$ cat src/rtl/mipr_pkg.sv
package mipr_pkg;

  localparam logic [7:0] MSG_REQ      = 8'd1;
  localparam logic [7:0] MSG_REPLY    = 8'd3;
  localparam logic [7:0] EXT_AUTH_MH  = 8'd32;
  localparam logic [7:0] EXT_AUTH_MF  = 8'd33;
  localparam logic [7:0] EXT_AUTH_FH  = 8'd34;
  localparam logic [7:0] EXT_AUTH_GEN = 8'd36;
  localparam logic [7:0] EXT_NAI      = 8'd131;

  // Generalized authentication header is type, subtype and two length bytes.
  localparam int unsigned GenHdrLen = 4;
  // Smallest authentication extension that holds a full SPI.
  localparam logic [15:0] AuthMinLen = 16'd4;

  typedef enum logic [2:0] {
    PH_FIRST    = 3'd0,
    PH_HEADER   = 3'd1,
    PH_EXT_TYPE = 3'd2,
    PH_EXT_HDR  = 3'd3,
    PH_PAYLOAD  = 3'd4
  } phase_e;

  typedef enum logic [3:0] {
    K_TYPE    = 4'd0,
    K_FLAGS   = 4'd1,
    K_CODE    = 4'd2,
    K_LIFE    = 4'd3,
    K_HOME    = 4'd4,
    K_AGENT   = 4'd5,
    K_COA     = 4'd6,
    K_IDENT   = 4'd7,
    K_EXTTYPE = 4'd8,
    K_SUBTYPE = 4'd9,
    K_EXTLEN  = 4'd10,
    K_SPI     = 4'd11,
    K_AUTH    = 4'd12,
    K_NAI     = 4'd13,
    K_DATA    = 4'd14,
    K_END     = 4'd15
  } kind_e;

  function automatic logic is_auth(input logic [7:0] code);
    is_auth = (code == EXT_AUTH_MH) || (code == EXT_AUTH_MF) ||
              (code == EXT_AUTH_FH) || (code == EXT_AUTH_GEN);
  endfunction

endpackage

$ cat src/rtl/mipr_if.sv
interface mipr_in_if;
  logic       valid;
  logic       ready;
  logic [7:0] data_byte;
  logic       last_byte;

  modport source (output valid, output data_byte, output last_byte, input ready);
  modport sink (input valid, input data_byte, input last_byte, output ready);
endinterface

interface mipr_out_if;
  logic        valid;
  logic        ready;
  logic [3:0]  field_kind;
  logic [63:0] field_value;
  logic        message_end;
  logic        truncated;
  logic        malformed;

  modport source (output valid, output field_kind, output field_value, output message_end,
                  output truncated, output malformed, input ready);
  modport sink (input valid, input field_kind, input field_value, input message_end,
                input truncated, input malformed, output ready);
endinterface

$ cat src/rtl/mobile_ip_registration_parser.sv
// Mobile IP registration message parser.
// The msg_i channel carries one message byte per word, in network order, with
// last_byte set on the final byte. The field_o channel carries one word for
// each completed header field, extension header field or tagged payload byte,
// and one end-only word when the last byte completes nothing else.
// A byte is taken in a cycle where msg_i is ready, and its result word appears
// on field_o in the next cycle. One byte is accepted every cycle unless field_o
// stalls; the parser state and the result register are both updated in that
// single cycle.
// The result register holds a word until field_o takes it. While it is full
// and field_o is stalled, msg_i is not ready; a word taken in the same cycle
// frees the register for the next byte.
// Reset empties the result register and puts the parser at the first byte of
// a message. After the last byte of a message the parser returns to the same
// state by itself.
module mobile_ip_registration_parser (
  input  logic        clk_i,
  input  logic        rst_ni,
  mipr_in_if.sink     msg_i,
  mipr_out_if.source  field_o
);

  mipr_pkg::phase_e phase_q, phase_d;
  logic [4:0]  pos_q, pos_d;
  logic [7:0]  msg_type_q, msg_type_d;
  logic [63:0] acc_q, acc_d;
  logic [7:0]  ext_code_q, ext_code_d;
  logic [15:0] ext_len_q, ext_len_d;
  logic [15:0] rem_q, rem_d;

  logic        out_valid_q, out_valid_d;
  logic [3:0]  kind_q;
  logic [63:0] value_q;
  logic        end_q, trunc_q, malf_q;

  logic        in_accept;
  logic        last;
  logic [7:0]  b;
  logic        have;
  logic        malformed;
  mipr_pkg::kind_e kind;
  logic [63:0] value;
  logic [63:0] acc_shift;
  logic [15:0] len;
  logic [15:0] rem_dec;
  logic        is_req;
  logic        hdr_hit;
  logic        hdr_done;
  mipr_pkg::kind_e hdr_kind;
  logic        emit;
  logic        truncated;

  assign b         = msg_i.data_byte;
  assign last      = msg_i.last_byte;
  assign msg_i.ready = !out_valid_q || field_o.ready;
  assign in_accept = msg_i.valid && msg_i.ready;
  assign acc_shift = {acc_q[55:0], b};
  assign is_req    = (msg_type_q == mipr_pkg::MSG_REQ);
  assign rem_dec   = (rem_q != 16'd0) ? rem_q - 16'd1 : rem_q;

  always_comb begin
    hdr_hit  = 1'b1;
    hdr_done = 1'b0;
    hdr_kind = mipr_pkg::K_END;
    case (pos_q)
      5'd1:    hdr_kind = is_req ? mipr_pkg::K_FLAGS : mipr_pkg::K_CODE;
      5'd3:    hdr_kind = mipr_pkg::K_LIFE;
      5'd7:    hdr_kind = mipr_pkg::K_HOME;
      5'd11:   hdr_kind = mipr_pkg::K_AGENT;
      5'd15: begin
        hdr_kind = mipr_pkg::K_COA;
        hdr_hit  = is_req;
      end
      5'd19: begin
        hdr_kind = mipr_pkg::K_IDENT;
        hdr_hit  = !is_req;
        hdr_done = !is_req;
      end
      5'd23: begin
        hdr_kind = mipr_pkg::K_IDENT;
        hdr_hit  = is_req;
        hdr_done = is_req;
      end
      default: hdr_hit = 1'b0;
    endcase
  end

  always_comb begin
    phase_d    = phase_q;
    pos_d      = pos_q;
    msg_type_d = msg_type_q;
    acc_d      = acc_q;
    ext_code_d = ext_code_q;
    ext_len_d  = ext_len_q;
    rem_d      = rem_q;
    have       = 1'b0;
    malformed  = 1'b0;
    kind       = mipr_pkg::K_END;
    value      = 64'd0;
    len        = 16'd0;

    case (phase_q)
      mipr_pkg::PH_FIRST: begin
        msg_type_d = b;
        acc_d      = 64'd0;
        have       = 1'b1;
        value      = {56'd0, b};
        if (b == mipr_pkg::MSG_REQ || b == mipr_pkg::MSG_REPLY) begin
          kind    = mipr_pkg::K_TYPE;
          phase_d = mipr_pkg::PH_HEADER;
          pos_d   = 5'd1;
        end else begin
          // Unknown message types are walked as extensions from the first byte.
          ext_code_d = b;
          kind       = mipr_pkg::K_EXTTYPE;
          phase_d    = mipr_pkg::PH_EXT_HDR;
          pos_d      = 5'd0;
        end
      end
      mipr_pkg::PH_HEADER: begin
        acc_d = acc_shift;
        pos_d = pos_q + 5'd1;
        if (hdr_hit) begin
          have  = 1'b1;
          kind  = hdr_kind;
          value = acc_shift;
          acc_d = 64'd0;
        end
        if (hdr_done) begin
          phase_d = mipr_pkg::PH_EXT_TYPE;
          pos_d   = 5'd0;
        end
      end
      mipr_pkg::PH_EXT_TYPE: begin
        ext_code_d = b;
        have       = 1'b1;
        kind       = mipr_pkg::K_EXTTYPE;
        value      = {56'd0, b};
        phase_d    = mipr_pkg::PH_EXT_HDR;
        pos_d      = 5'd0;
        acc_d      = 64'd0;
      end
      mipr_pkg::PH_EXT_HDR: begin
        if (ext_code_q == mipr_pkg::EXT_AUTH_GEN && pos_q == 5'd0) begin
          have  = 1'b1;
          kind  = mipr_pkg::K_SUBTYPE;
          value = {56'd0, b};
          pos_d = 5'd1;
          acc_d = 64'd0;
        end else if (ext_code_q == mipr_pkg::EXT_AUTH_GEN &&
                     pos_q < 5'(mipr_pkg::GenHdrLen - 2)) begin
          acc_d = acc_shift;
          pos_d = pos_q + 5'd1;
        end else begin
          len       = (ext_code_q == mipr_pkg::EXT_AUTH_GEN) ? acc_shift[15:0] : {8'd0, b};
          have      = 1'b1;
          kind      = mipr_pkg::K_EXTLEN;
          value     = {48'd0, len};
          ext_len_d = len;
          rem_d     = len;
          malformed = mipr_pkg::is_auth(ext_code_q) && (len < mipr_pkg::AuthMinLen);
          pos_d     = 5'd0;
          acc_d     = 64'd0;
          phase_d   = (len == 16'd0) ? mipr_pkg::PH_EXT_TYPE : mipr_pkg::PH_PAYLOAD;
        end
      end
      default: begin
        have  = 1'b1;
        value = {56'd0, b};
        if (mipr_pkg::is_auth(ext_code_q) && ext_len_q >= mipr_pkg::AuthMinLen) begin
          if (pos_q < 5'd4) begin
            kind  = mipr_pkg::K_END;
            have  = 1'b0;
            value = 64'd0;
            acc_d = {32'd0, acc_q[23:0], b};
            pos_d = pos_q + 5'd1;
            if (pos_q == 5'd3) begin
              have  = 1'b1;
              kind  = mipr_pkg::K_SPI;
              value = {32'd0, acc_q[23:0], b};
              acc_d = 64'd0;
            end
          end else begin
            kind = mipr_pkg::K_AUTH;
          end
        end else if (ext_code_q == mipr_pkg::EXT_NAI) begin
          kind = mipr_pkg::K_NAI;
        end else begin
          kind = mipr_pkg::K_DATA;
        end
        rem_d = rem_dec;
        if (rem_dec == 16'd0) begin
          phase_d = mipr_pkg::PH_EXT_TYPE;
          pos_d   = 5'd0;
        end
      end
    endcase
  end

  assign emit      = have || last;
  assign truncated = last && (phase_d != mipr_pkg::PH_EXT_TYPE);

  always_comb begin
    out_valid_d = out_valid_q;
    if (in_accept) begin
      out_valid_d = emit;
    end else if (field_o.ready) begin
      out_valid_d = 1'b0;
    end
  end

  always_ff @(posedge clk_i or negedge rst_ni) begin
    if (!rst_ni) begin
      phase_q     <= mipr_pkg::PH_FIRST;
      pos_q       <= 5'd0;
      msg_type_q  <= 8'd0;
      acc_q       <= 64'd0;
      ext_code_q  <= 8'd0;
      ext_len_q   <= 16'd0;
      rem_q       <= 16'd0;
      out_valid_q <= 1'b0;
    end else begin
      out_valid_q <= out_valid_d;
      if (in_accept) begin
        if (last) begin
          phase_q    <= mipr_pkg::PH_FIRST;
          pos_q      <= 5'd0;
          msg_type_q <= 8'd0;
          acc_q      <= 64'd0;
          ext_code_q <= 8'd0;
          ext_len_q  <= 16'd0;
          rem_q      <= 16'd0;
        end else begin
          phase_q    <= phase_d;
          pos_q      <= pos_d;
          msg_type_q <= msg_type_d;
          acc_q      <= acc_d;
          ext_code_q <= ext_code_d;
          ext_len_q  <= ext_len_d;
          rem_q      <= rem_d;
        end
      end
    end
  end

  always_ff @(posedge clk_i) begin
    if (in_accept && emit) begin
      kind_q  <= kind;
      value_q <= value;
      end_q   <= last;
      trunc_q <= truncated;
      malf_q  <= malformed;
    end
  end

  assign field_o.valid       = out_valid_q;
  assign field_o.field_kind  = kind_q;
  assign field_o.field_value = value_q;
  assign field_o.message_end = end_q;
  assign field_o.truncated   = trunc_q;
  assign field_o.malformed   = malf_q;

  a_trunc_needs_end: assert property (@(posedge clk_i) disable iff (!rst_ni)
    field_o.valid && field_o.truncated |-> field_o.message_end)
    else $error("truncated word without message end");

  a_malf_on_extlen: assert property (@(posedge clk_i) disable iff (!rst_ni)
    field_o.valid && field_o.malformed |-> field_o.field_kind == mipr_pkg::K_EXTLEN)
    else $error("malformed flag on a word that is not an extension length");

  a_restart_after_last: assert property (@(posedge clk_i) disable iff (!rst_ni)
    in_accept && last |=> phase_q == mipr_pkg::PH_FIRST && pos_q == 5'd0)
    else $error("parser did not return to the first byte after the last byte");

  a_payload_pending: assert property (@(posedge clk_i) disable iff (!rst_ni)
    phase_q == mipr_pkg::PH_PAYLOAD |-> rem_q != 16'd0)
    else $error("payload phase with no bytes remaining");

endmodule
$ cat src/flat_wrapper.sv
// flat-port wrapper written by rule: the top's interface ports become plain ports
module mobile_ip_registration_parser_flat 
  (clk_i, rst_ni, msg_i_valid, msg_i_data_byte, msg_i_last_byte, msg_i_ready, field_o_valid, field_o_field_kind, field_o_field_value, field_o_message_end, field_o_truncated, field_o_malformed, field_o_ready);
  mipr_in_if msg_i_i ();
  mipr_out_if field_o_i ();
  input  logic clk_i;
  input  logic rst_ni;
  input wire logic [$bits(msg_i_i.valid)-1:0] msg_i_valid;
  input wire logic [$bits(msg_i_i.data_byte)-1:0] msg_i_data_byte;
  input wire logic [$bits(msg_i_i.last_byte)-1:0] msg_i_last_byte;
  output wire logic [$bits(msg_i_i.ready)-1:0] msg_i_ready;
  output wire logic [$bits(field_o_i.valid)-1:0] field_o_valid;
  output wire logic [$bits(field_o_i.field_kind)-1:0] field_o_field_kind;
  output wire logic [$bits(field_o_i.field_value)-1:0] field_o_field_value;
  output wire logic [$bits(field_o_i.message_end)-1:0] field_o_message_end;
  output wire logic [$bits(field_o_i.truncated)-1:0] field_o_truncated;
  output wire logic [$bits(field_o_i.malformed)-1:0] field_o_malformed;
  input wire logic [$bits(field_o_i.ready)-1:0] field_o_ready;
  assign msg_i_i.valid = msg_i_valid;
  assign msg_i_i.data_byte = msg_i_data_byte;
  assign msg_i_i.last_byte = msg_i_last_byte;
  assign msg_i_ready = msg_i_i.ready;
  assign field_o_valid = field_o_i.valid;
  assign field_o_field_kind = field_o_i.field_kind;
  assign field_o_field_value = field_o_i.field_value;
  assign field_o_message_end = field_o_i.message_end;
  assign field_o_truncated = field_o_i.truncated;
  assign field_o_malformed = field_o_i.malformed;
  assign field_o_i.ready = field_o_ready;
  mobile_ip_registration_parser u_core (.clk_i(clk_i), .rst_ni(rst_ni), .msg_i(msg_i_i), .field_o(field_o_i));
endmodule
$ cat config.mk
export PLATFORM = sky130hd
export DESIGN_NAME = mobile_ip_registration_parser_flat
export DESIGN_NICKNAME = d
export VERILOG_FILES = /design/src/rtl/mipr_pkg.sv /design/src/rtl/mipr_if.sv /design/src/rtl/mobile_ip_registration_parser.sv /design/src/flat_wrapper.sv
export SDC_FILE = /design/constraint.sdc
export NUM_CORES = 1
export LEC_CHECK = 0
export BUFFER_PORTS_ARGS = -buffer_cell sky130_fd_sc_hd__buf_2
export CORE_ASPECT_RATIO = 2
export CORE_MARGIN = 1
export CORE_UTILIZATION = 30
export DETAILED_ROUTE_END_ITERATION = 10
export GPL_ROUTABILITY_DRIVEN = 0
export PLACE_DENSITY = 0.52
export SETUP_SLACK_MARGIN = 0.15
export SYNTH_ARGS = -nofsm -noshare
export SYNTH_HDL_FRONTEND = slang
export SYNTH_SLANG_ARGS = --single-unit
$ cat constraint.sdc
create_clock -name clk_i -period 7.5 [get_ports clk_i]
set_input_delay 1.125 -clock clk_i [delete_from_list [all_inputs] [get_ports clk_i]]
set_output_delay 1.125 -clock clk_i [all_outputs]
set_load 0.02 [all_outputs]
# Yosys cells after proc, flatten, opt, wreduce, memory -nomap -nowiden
# Cells that the tools add are included.
[totals] latch_bits=0 mem_bits_ro=0 mem_count=0 mem_bits_rw=0 reg_bits=184
[op_classes] n_shift=0 bitwise_logic=1 n_addsub=2 n_div=0 reduce_logical=40 n_mul=0 eq_ne=25 n_mux=67 magnitude_cmp=4
[ops] op="two-way mux 56 bit" count=6
[ops] op="two-way mux 64 bit" count=4
[ops] op="one-hot mux 64 bit (3 select lines)" count=1
[ops] op="one-hot mux 56 bit (3 select lines)" count=1
[ops] op="two-way mux 16 bit" count=8
[ops] op="two-way mux 32 bit" count=2
[ops] op="two-way mux 5 bit" count=7
[ops] op="equality test 8 x 6 -> 1 bit, second input constant" count=4
[ops] op="logical NOT 16 bit" count=2
[ops] op="two-way mux 8 bit" count=4
[ops] op="one-hot mux 16 bit (2 select lines)" count=1
[ops] op="two-way mux 3 bit" count=9
[ops] op="one-hot mux 4 bit (6 select lines)" count=1
[ops] op="one-hot mux 5 bit (4 select lines)" count=1
[ops] op="equality test 8 x 1 -> 1 bit, second input constant" count=2
[ops] op="greater-or-equal comparator 16 x 3 -> 1 bit, second input constant" count=1
[ops] op="< comparator 16 x 3 -> 1 bit, second input constant" count=1
[ops] op="two-way mux 4 bit" count=4
[ops] op="one-hot mux 4 bit (4 select lines)" count=1
[ops] op="one-hot mux 8 bit (2 select lines)" count=1
[ops] op="nonzero test 16 bit" count=1
[ops] op="subtractor 16 x 1 -> 16 bit, second input constant" count=1
[ops] op="nonzero test 7 bit" count=2
[ops] op="one-hot mux 3 bit (4 select lines)" count=1
[ops] op="other kinds (35)" count=73

# Depth between registers and ports, before layout
# Gate-level depths: netlist of run 1.
[depth] word_depth=9 ltp_mapped=12 mapped_depth_nobuf=11

# Least setup slack after synthesis of run 1
# Ideal clock, no wire load.
[synth_path] path_kind="reg2reg" startpoint="reg u_core.pos_q[0]" endpoint="reg u_core.kind_q[0], in the netlist u_core.field_o.field_kind[0] (enable)" slack_ps=1899 t_arrival_ps=5101 required_time_ps=7000 stages_incl_launch_ff=13 n_path_buf=1 path_cell_list="dfrtp_1 > ha_1 > clkbuf_1 > inv_1 > nor2_1 > ha_1 > a41oi_1 > o221ai_1 > mux2i_1 > nand2_1 > o21a_1 > nor2_1 > nor2_1"
[synth_between] elab_chain_cells=7 elab_cells_between_ends=24 cone_classes="order compare: 2; eq/ne: 7; mux: 8; reduce/logical: 7"
[synth_rtl] element="start: declaration" line="mobile_ip_registration_parser.sv:24" source="logic [4:0] pos_q, pos_d;"
[synth_rtl] element="start signal: assignment" line="mobile_ip_registration_parser.sv:235" source="pos_q <= pos_d;"
[synth_rtl] element="< comparator 5 x 2 -> 1 bit (tied with other cells)" line="mobile_ip_registration_parser.sv:151" source="pos_q < 5'(mipr_pkg::GenHdrLen - 2)) begin"
[synth_rtl] element="logical AND 1 bit (tied with other cells)" line="mobile_ip_registration_parser.sv:150" source="end else if (ext_code_q == mipr_pkg::EXT_AUTH_GEN &&"
[synth_rtl] element="two-way mux 1 bit (tied with other cells)" line="mobile_ip_registration_parser.sv:150"
[synth_rtl] element="two-way mux 1 bit (on tied branches)" line="mobile_ip_registration_parser.sv:144, mobile_ip_registration_parser.sv:123, mobile_ip_registration_parser.sv:170"
[synth_rtl] element="one-hot mux 1 bit (3 select lines) (*)" line="mobile_ip_registration_parser.sv:102" source="case (phase_q)"
[synth_rtl] element="logical OR 1 bit (*)" line="mobile_ip_registration_parser.sv:200" source="assign emit = have || last;"
[synth_rtl] element="logical AND 1 bit (*)" line="mobile_ip_registration_parser.sv:247" source="if (in_accept && emit) begin"
[synth_rtl] element="end signal: assignment" line="mobile_ip_registration_parser.sv:248" source="kind_q <= kind;"
[synth_rtl] element="end: declaration" line="mobile_ip_registration_parser.sv:32" source="logic [3:0] kind_q;"
# Mark *: on every way between the ends. The rest lies on a longest branch, timed or not.
# A chain may end at the register's enable or synchronous reset.

# Final worst setup path of run 1
[layout_path] startpoint="reg u_core.pos_q[1]" endpoint="reg u_core.value_q[8], in the netlist u_core.field_o.field_value[8] (enable)"
[layout_between] elab_chain_cells=7 elab_cells_between_ends=24 cone_classes="order compare: 2; eq/ne: 7; mux: 8; reduce/logical: 7"
[layout_rtl] element="< comparator 5 x 2 -> 1 bit (tied with other cells)" line="mobile_ip_registration_parser.sv:151"
[layout_rtl] element="logical AND 1 bit (tied with other cells)" line="mobile_ip_registration_parser.sv:150"
[layout_rtl] element="two-way mux 1 bit (tied with other cells)" line="mobile_ip_registration_parser.sv:150"
[layout_rtl] element="two-way mux 1 bit (on tied branches)" line="mobile_ip_registration_parser.sv:144, mobile_ip_registration_parser.sv:123, mobile_ip_registration_parser.sv:170"
[layout_rtl] element="one-hot mux 1 bit (3 select lines) (*)" line="mobile_ip_registration_parser.sv:102"
[layout_rtl] element="logical OR 1 bit (*)" line="mobile_ip_registration_parser.sv:200"
[layout_rtl] element="logical AND 1 bit (*)" line="mobile_ip_registration_parser.sv:247"
[layout_rtl] element="end signal: assignment" line="mobile_ip_registration_parser.sv:249" source="value_q <= value;"
[layout_rtl] element="end: declaration" line="mobile_ip_registration_parser.sv:33" source="logic [63:0] value_q;"
# Marks and branches as above.

==> results.py, run 1 <==
metrics = {
    "timing": {
        "skew_ns": 0.0129,
        "rsz0062_at_grt": "false",
        "max_slew_margin": 0.349,
        "worstMarginPinSlew_ns": 0.977,
        "slew_violations": 0,
        "fin_crit_ns": 4.02,
        "final.setup.tns_ns": 0,
        "min_period_over_period": 0.536,
        "setup_viol": 0,
        "hold_viol": 0,
        "max_freq_mhz": 249,
    },
    "place": {
        "dpl.cell_count": 1107,
        "dpl_cell_area_um2": 8760,
        "portBuffers": 85,
        "dp_hpwl_um": 15600,
    },
    "power": {
        "ir_drop_mv": 0.166,
        "total_power_mw": 3.47,
        "p_leak_nw": 3.93,
        "cellPowerDensity_nw_per_um2": 370,
    },
    "worst_setup_path": {
        "crit_required_ns": 7.57,
        "crit_path_max_fanout": 61,
        "cp.arrival_ns": 4.09,
        "worstSetupEndpointType": "flop",
        "crit_path_start_kind": "flop",
        "path_class": "flop to flop",
    },
    "routing": {
        "num_vias": 5830,
        "ant_nets": 0,
        "drt_iter0_drc": 436,
        "vias_per_cell": 5.12,
        "wirelength_um": 21600,
        "drt_pre_antenna_iters": 5,
        "drc": 0,
        "wl_per_cell_um": 19.0,
    },
    "floorplan": {
        "die_x_um": 118,
        "rows": 84,
        "ios": 86,
        "dieArea_um2": 27400,
        "initial_core_util": 0.305,
        "die_h_um": 233,
        "core_um2": 26300,
    },
    "cells_and_area": {
        "fin_util": 0.357,
        "diodes": 0,
        "final_cell_area_um2": 9370,
        "area_growth_pct": 17.1,
        "drive_above_1_share": 0.170,
        "final_cell_mix": "dfrtp_1, buf_2, nand2_1, o21ai_0",
        "nNetsFinal": 801,
        "fin_cells": 1139,
        "fill_cells": 2658,
        "layout_commonest_cell": "dfrtp_1",
    },
    "synth": {
        "yosysUniqueCellTypes": 61,
        "synth_nets": 730,
        "yosysWarningCount": 0,
        "async_reset_ff_frac": 0.610,
        "syn_area_um2": 8010,
        "synth-seq-cells": 182,
        "synth_cells": 711,
        "ys.flop_type": "dfrtp_1",
        "ys_seq_area_frac": 0.613,
        "post_synth.cell_area_avg_um2": 11.3,
        "synth_edf_count": 71,
    },
    "global_routing": {
        "antenna_found_initial": 0,
        "grt_pass1_wl_um": 34000,
        "grt_max_degree": 65,
        "globalRouteTotalUtil": 0.166,
        "grt_pass1_vias": 5913,
        "overflow": 0,
    },
    "clock_network": {
        "ctsHoldBuffers": 0,
        "post_cts_resized": 0,
        "clock_path_buffers": 2,
        "cts_tree": "yes",
        "cts_setup_buffers": 0,
        "clkLatencyLatePin_ns": 0.45,
        "htreeDepth": 4,
        "cts_buffers": 17,
        "clkTransAtPathRegs_ns": 0.07,
        "cts.sink_count": 182,
        "cts_root_buf": "clkbuf_16",
    },
    "hold_path": {
        "hp-class": "flop to flop",
    },
    "status": {
        "status": "finished clean",
    },
    "run": {
        "drv_cap": 0,
    },
}
[power by group]
part	internal, mW	total, mW	leakage, nW	switching (mW)
Clock	0.539	0.935	0.300	0.396
Combinational	0.389	1.16	1.42	0.772
Sequential	1.21	1.37	2.21	0.163
Total	2.14	3.47	3.93	1.33
[state kept, by name, summed over array words and instances (netlist names)]
signal and flops:
u_core.field_o.field_value 64, u_core.ext_len_q 14, u_core.field_o.malformed 1, u_core.msg_type_q 8, u_core.phase_q 3, u_core.field_o.message_end 1, u_core.rem_q 16, u_core.pos_q 5
u_core.field_o.valid 1, u_core.field_o.field_kind 4, u_core.field_o.truncated 1, u_core.ext_code_q 8, u_core.acc_q 56
[cell families (layout without fill, tap and decap cells)]
logic type	count (synthesis)	after routing	share of synthesized area
AO/OA/AOI/OAI	203	203	0.170
XOR/XNOR	3	3	0.00328
adder cells (fa/ha/maj)	7	7	0.0106
buffers and inverters	53	137	0.0281
flip-flops	182	182	0.613
multiplexers	4	4	0.00500
AND/OR/NAND/NOR	259	259	0.170
[cell type report]
class,instances,area (um2),area share
clock buffers,20,447,0.0477
clock inverters,12,165,0.0176
well taps,344,430,0.0459
inverters,13,48.8,0.00521
repair buffers,92,480,0.0513
multi-input cells,476,2890,0.309
flip-flops and latches,182,4910,0.524
[per-layer routing]
layer	up-vias	global-route usage	share of wire
met1	2877	0.171	0.38
li1	2734	-	-
met4	0	0.0777	0.029
met3	42	0.0319	0.033
met5	-	0	0
met2	177	0.320	0.56
[worst max-delay path, stage by stage (launching register included)]
cell and delay [ns]:
dfrtp_1 0.43, ha_1 0.38, inv_1 0.17, nor2_1 0.14, ha_1 0.21, a41oi_1 0.06, o221ai_1 0.37, mux2i_1 0.13
nand2_1 0.22, o21a_1 0.37, nor2_1 0.12, nor2_4 0.31, buf_4 0.66
[Yosys cell counts (6+ instances only)]
| cell | instances | share of area |
|---|---|---|
| edfxtp_1 | 71 | 0.27 |
| a22o_1 | 48 | 0.053 |
| nand3_1 | 13 | 0.0081 |
| and2_1 | 71 | 0.055 |
| a32o_1 | 10 | 0.013 |
| a31oi_1 | 10 | 0.0078 |
| nor4_1 | 12 | 0.0094 |
| inv_1 | 12 | 0.0056 |
| nor3_1 | 16 | 0.010 |
| nor2_1 | 32 | 0.015 |
| nand2_1 | 83 | 0.039 |
| dfrtp_1 | 111 | 0.35 |
| buf_2 | 9 | 0.0056 |
| o21ai_0 | 76 | 0.048 |
| a21oi_1 | 24 | 0.015 |
| clkbuf_1 | 28 | 0.013 |
| ha_1 | 6 | 0.0094 |
[final timing paths]
| kind | start | to | slack, ns | cells past startpoint |
|---|---|---|---|---|
| max in group asynchronous | rst_ni | u_core.acc_q[45]$_DFFE_PN0P_ | 5.48 | 2 |
| min in group asynchronous | rst_ni | u_core.pos_q[4]$_DFFE_PN0P_ | 0.72 | 1 |
| setup / recovery | u_core.pos_q[1]$_DFFE_PN0P_ | u_core.field_o.field_value[8]$_DFFE_PP_ | 3.48 | 12 |
| hold / removal | u_core.ext_len_q[8]$_DFFE_PN0P_ | u_core.ext_len_q[8]$_DFFE_PN0P_ | 0.48 | 2 |
| setup reg to reg | u_core.pos_q[1]$_DFFE_PN0P_ | u_core.field_o.field_value[8]$_DFFE_PP_ | 3.48 | 12 |
| hold reg to reg | u_core.ext_len_q[8]$_DFFE_PN0P_ | u_core.ext_len_q[8]$_DFFE_PN0P_ | 0.48 | 2 |
[metrics by stage]
step	hold slack, ns	setup WS [ns]
after floorplan	0.442	1.90
after global placement	0.462	3.65
after detailed placement	0.471	3.55
after CTS	0.485	3.51
after global routing	0.505	3.08
final	0.481	3.48
Note: power is estimated with default switching activity, not from simulation.
==> inputs of run 2 (changes only) <==
Settings changed: ABC_AREA set to 1, PLACE_DENSITY 0.52 to 0.54.
Clock period 7.5 ns to 3.3 ns, I/O delays scaled along.
==> run 2 against run 1 <==
Final area is 11% higher; largest power group is now combinational logic; critical path depth is 1 higher; cell count is 27% higher; critical path type unchanged; sequential share of layout area is 5.2 points lower; highest routed layer unchanged; utilization is 0.26 points lower; routed wire length is 21% higher.
==> results.py, run 2 <==
metrics = {
    "routing": {
        "topRoutingLayerUsed": "met4",
        "wirelength_um": 26300,
        "drt_pre_antenna_iters": 5,
        "wl_per_cell_um": 18.2,
        "met1Wirelength_um": 8970,
        "num_vias": 7140,
        "dr_wl_met3_um": 790,
        "ant_nets": 0,
        "drt_iter0_drc": 480,
        "drc": 0,
        "vias_per_cell": 4.94,
        "met2_length_um": 15200,
    },
    "clock_network": {
        "cts_buffers": 17,
        "cts_tree": "yes",
        "clkLatencyLatePin_ns": 0.45,
        "ctsHoldBuffers": 0,
        "cts_root_buf": "clkbuf_16",
        "htreeDepth": 4,
        "clock_path_buffers": 2,
        "cts.sink_count": 182,
        "clkTransAtPathRegs_ns": 0.07,
    },
    "cells_and_area": {
        "diodes": 0,
        "area_growth_pct": 16.4,
        "fin_util": 0.354,
        "layout_commonest_cell": "nand2_1",
        "final_cell_mix": "nand2_1, nor2_1, inv_1, dfrtp_1, buf_2",
        "fill_cells": 3102,
        "drive_above_1_share": 0.212,
        "nNetsFinal": 1086,
        "largest_register_ff_count": 64,
    },
    "synth": {
        "synth_top_cells_by_count": "nand2_1, nor2_1, dfrtp_1, inv_1, edfxtp_1",
        "synth_area_leader_cell": "dfrtp_1",
        "synth.most_common_cell": "nand2_1",
        "yosysWarningCount": 0,
        "yosysUniqueCellTypes": 47,
        "synth_top_area_frac": 0.310,
        "synth_edf_count": 71,
        "ys_top_cells_by_area": "dfrtp_1, edfxtp_1, nand2_1",
        "ys.flop_type": "dfrtp_1",
        "synth-seq-cells": 182,
        "async_reset_ff_frac": 0.610,
        "ys_seq_area_frac": 0.549,
        "synth_nets": 998,
        "synth_cells": 979,
        "syn_area_um2": 8950,
        "post_synth.cell_area_avg_um2": 9.14,
    },
    "timing": {
        "setup_slack_ns": 0.512,
        "skew_ns": 0.0131,
        "worstMarginPinSlew_ns": 1.19,
        "max_freq_mhz": 359,
        "rsz0062_at_grt": "false",
        "min_period_over_period": 0.845,
        "setup_viol": 0,
        "max_slew_margin": 0.205,
        "hold_viol": 0,
        "fin_crit_ns": 2.79,
        "slew_violations": 0,
    },
    "floorplan": {
        "die_x_um": 124,
        "dieArea_um2": 30600,
        "ios": 86,
        "rows": 89,
        "die_h_um": 246,
        "core_um2": 29400,
        "initial_core_util": 0.304,
    },
    "place": {
        "dp_hpwl_um": 19800,
        "dp_slack_ns": -0.00130,
        "portBuffers": 85,
    },
    "worst_setup_path": {
        "r2r-end": "u_core.field_o.field_value[4]$_DFFE_PP_",
        "path_class": "flop to flop",
        "timing.rr.start": "u_core.pos_q[1]$_DFFE_PN0P_",
        "worstSetupEndpointType": "flop",
        "crit_path_start_kind": "flop",
        "crit_required_ns": 3.41,
        "worstRegToRegCells": 13,
        "cp.arrival_ns": 2.90,
        "rrSetupSlack_ns": 0.51,
        "crit_path_max_fanout": 65,
        "endpoint": "u_core.field_o.field_value[4]$_DFFE_PP_",
        "crit_start": "u_core.pos_q[1]$_DFFE_PN0P_",
    },
    "power": {
        "ir_drop_mv": 0.471,
        "cellPowerDensity_nw_per_um2": 859,
        "p_leak_nw": 4.43,
    },
    "global_routing": {
        "grt_pass1_wl_um": 39900,
        "grt_max_degree": 66,
        "grt_pass1_vias": 7180,
        "overflow": 0,
        "antenna_found_initial": 0,
        "globalRouteTotalUtil": 0.179,
    },
    "status": {
        "status": "finished clean",
    },
    "hold_path": {
        "hp-class": "input port to asynchronous set/reset pin",
    },
    "run": {
        "drv_cap": 0,
    },
}
==> run 2: cell types whose count changed in the layout (fill, tap and decap cells not counted), moves of 13 or more <==
| cell | before | now |
|---|---|---|
| a21oi_1 | 24 | 11 |
| a22o_1 | 48 | 0 |
| and2_1 | 71 | 1 |
| inv_1 | 12 | 109 |
| nand2_1 | 83 | 193 |
| nand2_2 | 0 | 16 |
| nand3_1 | 13 | 63 |
| nor2_1 | 31 | 116 |
| nor2_2 | 0 | 13 |
| nor3_1 | 16 | 33 |
| o22ai_2 | 0 | 16 |
| o31ai_1 | 4 | 23 |
==> run 2: through the flow <==
stage | hold WS, ns | area (um2) | TNS (ns) | cells | power [mW]
6_report | 0.0906 | 10400 | 0 | 1444 | 8.94
5_1_grt | 0.124 | 10400 | 0 | 1444 | 9.51
4_1_cts | 0.123 | 10400 | 0 | 1442 | 8.97
3_5_place_dp | 0.468 | 9830 | -0.0130 | 1409 | 6.97
3_3_place_gp | 0.467 | 9830 | 0 | 1409 | 6.95
2_1_floorplan | 0.199 | 8970 | 0 | 979 | 5.87
==> run 2: cells by family after synthesis <==
kind of cell / after synthesis / synth area share
simple gates: 476 / 0.249
fa+ha+maj: 6 / 0.00839
xor+xnor: 2 / 0.00196
buf+inv: 157 / 0.0724
flops: 182 / 0.549
compound gates: 156 / 0.119
==> run 2: where the power goes <==
group	leakage, nW	switching [mW]	internal (mW)
clock	0.264	0.918	1.05
combinational	1.96	2.83	1.16
sequential	2.21	0.238	2.74
==> run 2: worst max-delay path, stage by stage, from the launching register on <==
cell	delay, ns
dfrtp_2	0.47
inv_1	0.15
ha_1	0.16
inv_1	0.04
nor2_1	0.27
nor3_2	0.10
nand4_2	0.12
inv_2	0.07
nor2_4	0.16
o31ai_4	0.16
nand2_1	0.12
nand2_2	0.07
clkinvlp_4	0.19
buf_12	0.33
==> run 2: area by class of cell <==
class	instances	area (um2)	area share
inverters	120	454	0.0436
clock inverters	12	121	0.0117
repair buffers	105	616	0.0591
clock buffers	20	437	0.0419
well taps	364	455	0.0437
multi-input cells	641	3420	0.328
flip-flops and latches	182	4910	0.472
==> run 2: worst min-delay path by stage <==
stage | to | cells after the start
global route | u_core.msg_type_q[6]$_DFFE_PN0P_ | 1
finish | u_core.rem_q[7]$_DFFE_PN0P_ | 1
CTS | u_core.acc_q[5]$_DFFE_PN0P_ | 1
detailed placement | u_core.acc_q[28]$_DFFE_PN0P_ | 2
global placement | u_core.acc_q[30]$_DFFE_PN0P_ | 2
floorplan | u_core.acc_q[0]$_DFFE_PN0P_ | 0
==> run 2: metal layers <==
layer | global-route usage | vias to the layer above
met1 | 0.164 | 3445
met2 | 0.350 | 191
met3 | 0.0345 | 59
met5 | 0 | -
met4 | 0.102 | 0
li1 | - | 3445
==> run 2: repair_timing <==
item	4_1_cts	5_1_grt
endpoints found under the setup margin	65	65
buffers inserted	0	2
pin swaps	1	1
cloned	1	0
resized for setup	0	0
==> inputs of run 3 (changes only) <==
Clock period 3.3 ns to 2.42 ns, I/O delays scaled along.
==> run 3 against run 2 <==
Final area is 11% higher; clock power is 37% higher; utilization is 4.0 points higher; die area stayed put; critical endpoint is now u_core.field_o.field_value[53]$_DFFE_PP_; largest cell class unchanged; highest routed layer unchanged.
==> results.py, run 3 (same netlist as run 2, synthesis figures left out) <==
metrics = {
    "place": {
        "dp_hpwl_um": 20700,
        "portBuffers": 85,
        "dpl.cell_count": 1468,
        "dpl_cell_area_um2": 10300,
    },
    "power": {
        "p_int_mw": 8.08,
        "pwr-share-clk": 0.190,
        "ir_drop_mv": 0.642,
        "switching_power_mw": 6.16,
        "cellPowerDensity_nw_per_um2": 1230,
        "combPwrFrac": 0.522,
        "seq_power_share": 0.289,
        "p_leak_nw": 5.02,
        "p_sw_frac": 0.432,
    },
    "floorplan": {
        "dieArea_um2": 30600,
        "rows": 89,
        "initial_core_util": 0.304,
        "die_x_um": 124,
        "core_um2": 29400,
        "ios": 86,
        "die_h_um": 246,
    },
    "timing": {
        "worstMarginPinSlew_ns": 0.656,
        "final.setup.tns_ns": 0,
        "min_period_over_period": 0.977,
        "slew_violations": 0,
        "max_slew_margin": 0.563,
        "rsz0062_at_grt": "true",
        "setup_viol": 0,
        "hold_viol": 0,
        "max_freq_mhz": 423,
        "fin_crit_ns": 2.36,
        "skew_ns": 0.00973,
    },
    "global_routing": {
        "grt_pass1_wl_um": 42300,
        "globalRouteTotalUtil": 0.192,
        "overflow": 0,
        "grt_max_degree": 43,
        "antenna_found_initial": 0,
        "grt_pass1_vias": 7668,
    },
    "worst_setup_path": {
        "worstRegToRegCells": 14,
        "crit_path_start_kind": "flop",
        "path_class": "flop to flop",
        "timing.rr.start": "u_core.pos_q[1]$_DFFE_PN0P_",
        "rrSetupSlack_ns": 0.06,
        "crit_required_ns": 2.62,
        "worstSetupEndpointType": "flop",
        "cp.arrival_ns": 2.57,
        "crit_path_max_fanout": 14,
        "r2r-end": "u_core.field_o.field_value[53]$_DFFE_PP_",
        "crit_start": "u_core.pos_q[1]$_DFFE_PN0P_",
    },
    "clock_network": {
        "cts_tree": "yes",
        "clock_path_buffers": 2,
        "htreeDepth": 4,
        "clkTransAtPathRegs_ns": 0.07,
        "cts_root_buf": "clkbuf_16",
        "cts_buffers": 17,
        "cts.sink_count": 182,
        "clkLatencyLatePin_ns": 0.44,
    },
    "cells_and_area": {
        "final_cell_area_um2": 11600,
        "fin_cells": 1536,
        "final_cell_mix": "nand2_1, inv_1, nor2_1, dfrtp_1, buf_4",
        "nNetsFinal": 1179,
        "largest_register_ff_count": 64,
        "drive_above_1_share": 0.312,
        "area_growth_pct": 29.6,
        "diodes": 0,
        "fin_util": 0.394,
        "layout_commonest_cell": "nand2_1",
    },
    "routing": {
        "wl_per_cell_um": 18.7,
        "drt_iter0_drc": 405,
        "drc": 0,
        "wirelength_um": 28700,
        "ant_nets": 0,
        "drt_pre_antenna_iters": 4,
        "num_vias": 7585,
        "vias_per_cell": 4.94,
    },
    "hold_path": {
        "hp-class": "input port to flop",
        "hp-start": "field_o_ready",
        "hold_path_depth": 4,
        "hold_end": "u_core.field_o.valid$_DFFE_PN0P_",
    },
    "run": {
        "drv_cap": 0,
    },
    "status": {
        "status": "finished clean",
    },
}
[run 3: stage by stage]
stage | hold WS, ns | total power [mW] | setup WS, ns
after CTS | 0.204 | 13.3 | 0.122
final | 0.212 | 14.2 | 0.0551
after floorplan | 0.0674 | 8.00 | -0.670
after global placement | 0.437 | 10.5 | 0.0842
after global routing | 0.252 | 15.0 | -0.00691
after detailed placement | 0.439 | 10.5 | 0.0294
[run 3: final cells by class]
type | count | area, um2
Tap cell | 364 | 455
Clock inverter | 13 | 124
Multi-Input combinational cell | 640 | 3640
Inverter | 120 | 457
Sequential cell | 182 | 4920
Timing Repair Buffer | 199 | 1560
Fill cell | 2975 | 17800
Clock buffer | 18 | 439
[run 3: critical path, stage by stage, from the launching register on]
cell and delay, ns:
dfrtp_2 0.44, ha_4 0.20, nand2_4 0.07, nor2_2 0.04, ha_2 0.19, o21ai_2 0.19, nand4_2 0.13, inv_2 0.09
nor2_4 0.04, o31ai_4 0.06, nand2_1 0.09, nand2_2 0.12, clkinvlp_4 0.11, buf_12 0.17, buf_16 0.17
[run 3: timing repair]
| item | in CTS | in global routing |
|---|---|---|
| gates cloned | 4 | 4 |
| hold buffers | 1 | 0 |
| endpoints found under the setup margin | 101 | 106 |
| buffers inserted | 10 | 18 |
| hold endpoints to repair | 40 | 0 |
| pin swaps | 1 | 25 |
| gates resized for setup | 12 | 62 |
[run 3: worst max path at each step]
| stage | depth (start not counted) | end |
|---|---|---|
| 2_1_floorplan | 12 | u_core.field_o.field_kind[0]$_DFFE_PP_ |
| 3_3_place_gp | 13 | u_core.field_o.field_value[5]$_DFFE_PP_ |
| 3_5_place_dp | 13 | u_core.field_o.field_value[5]$_DFFE_PP_ |
| 4_1_cts | 14 | u_core.field_o.field_value[15]$_DFFE_PP_ |
| 5_1_grt | 14 | u_core.field_o.field_value[38]$_DFFE_PP_ |
| 6_report | 14 | u_core.field_o.field_value[53]$_DFFE_PP_ |
[run 3: power groups by stage]
stage | registers [mW] | logic (mW) | clock network, mW
2_1_floorplan | 4.28 | 3.72 | 0
3_3_place_gp | 4.11 | 6.35 | 0
3_5_place_dp | 4.12 | 6.35 | 0
4_1_cts | 4.06 | 6.54 | 2.75
5_1_grt | 4.16 | 7.97 | 2.87
6_report | 4.11 | 7.43 | 2.70
[run 3: layer usage]
metal | vias to the layer above | wire length, um | GRT usage
li1 | 3635 | - | -
met1 | 3666 | 9320 | 0.175
met2 | 197 | 16400 | 0.372
met3 | 87 | 791 | 0.0275
met4 | 0 | 2110 | 0.130
met5 | - | 0 | 0
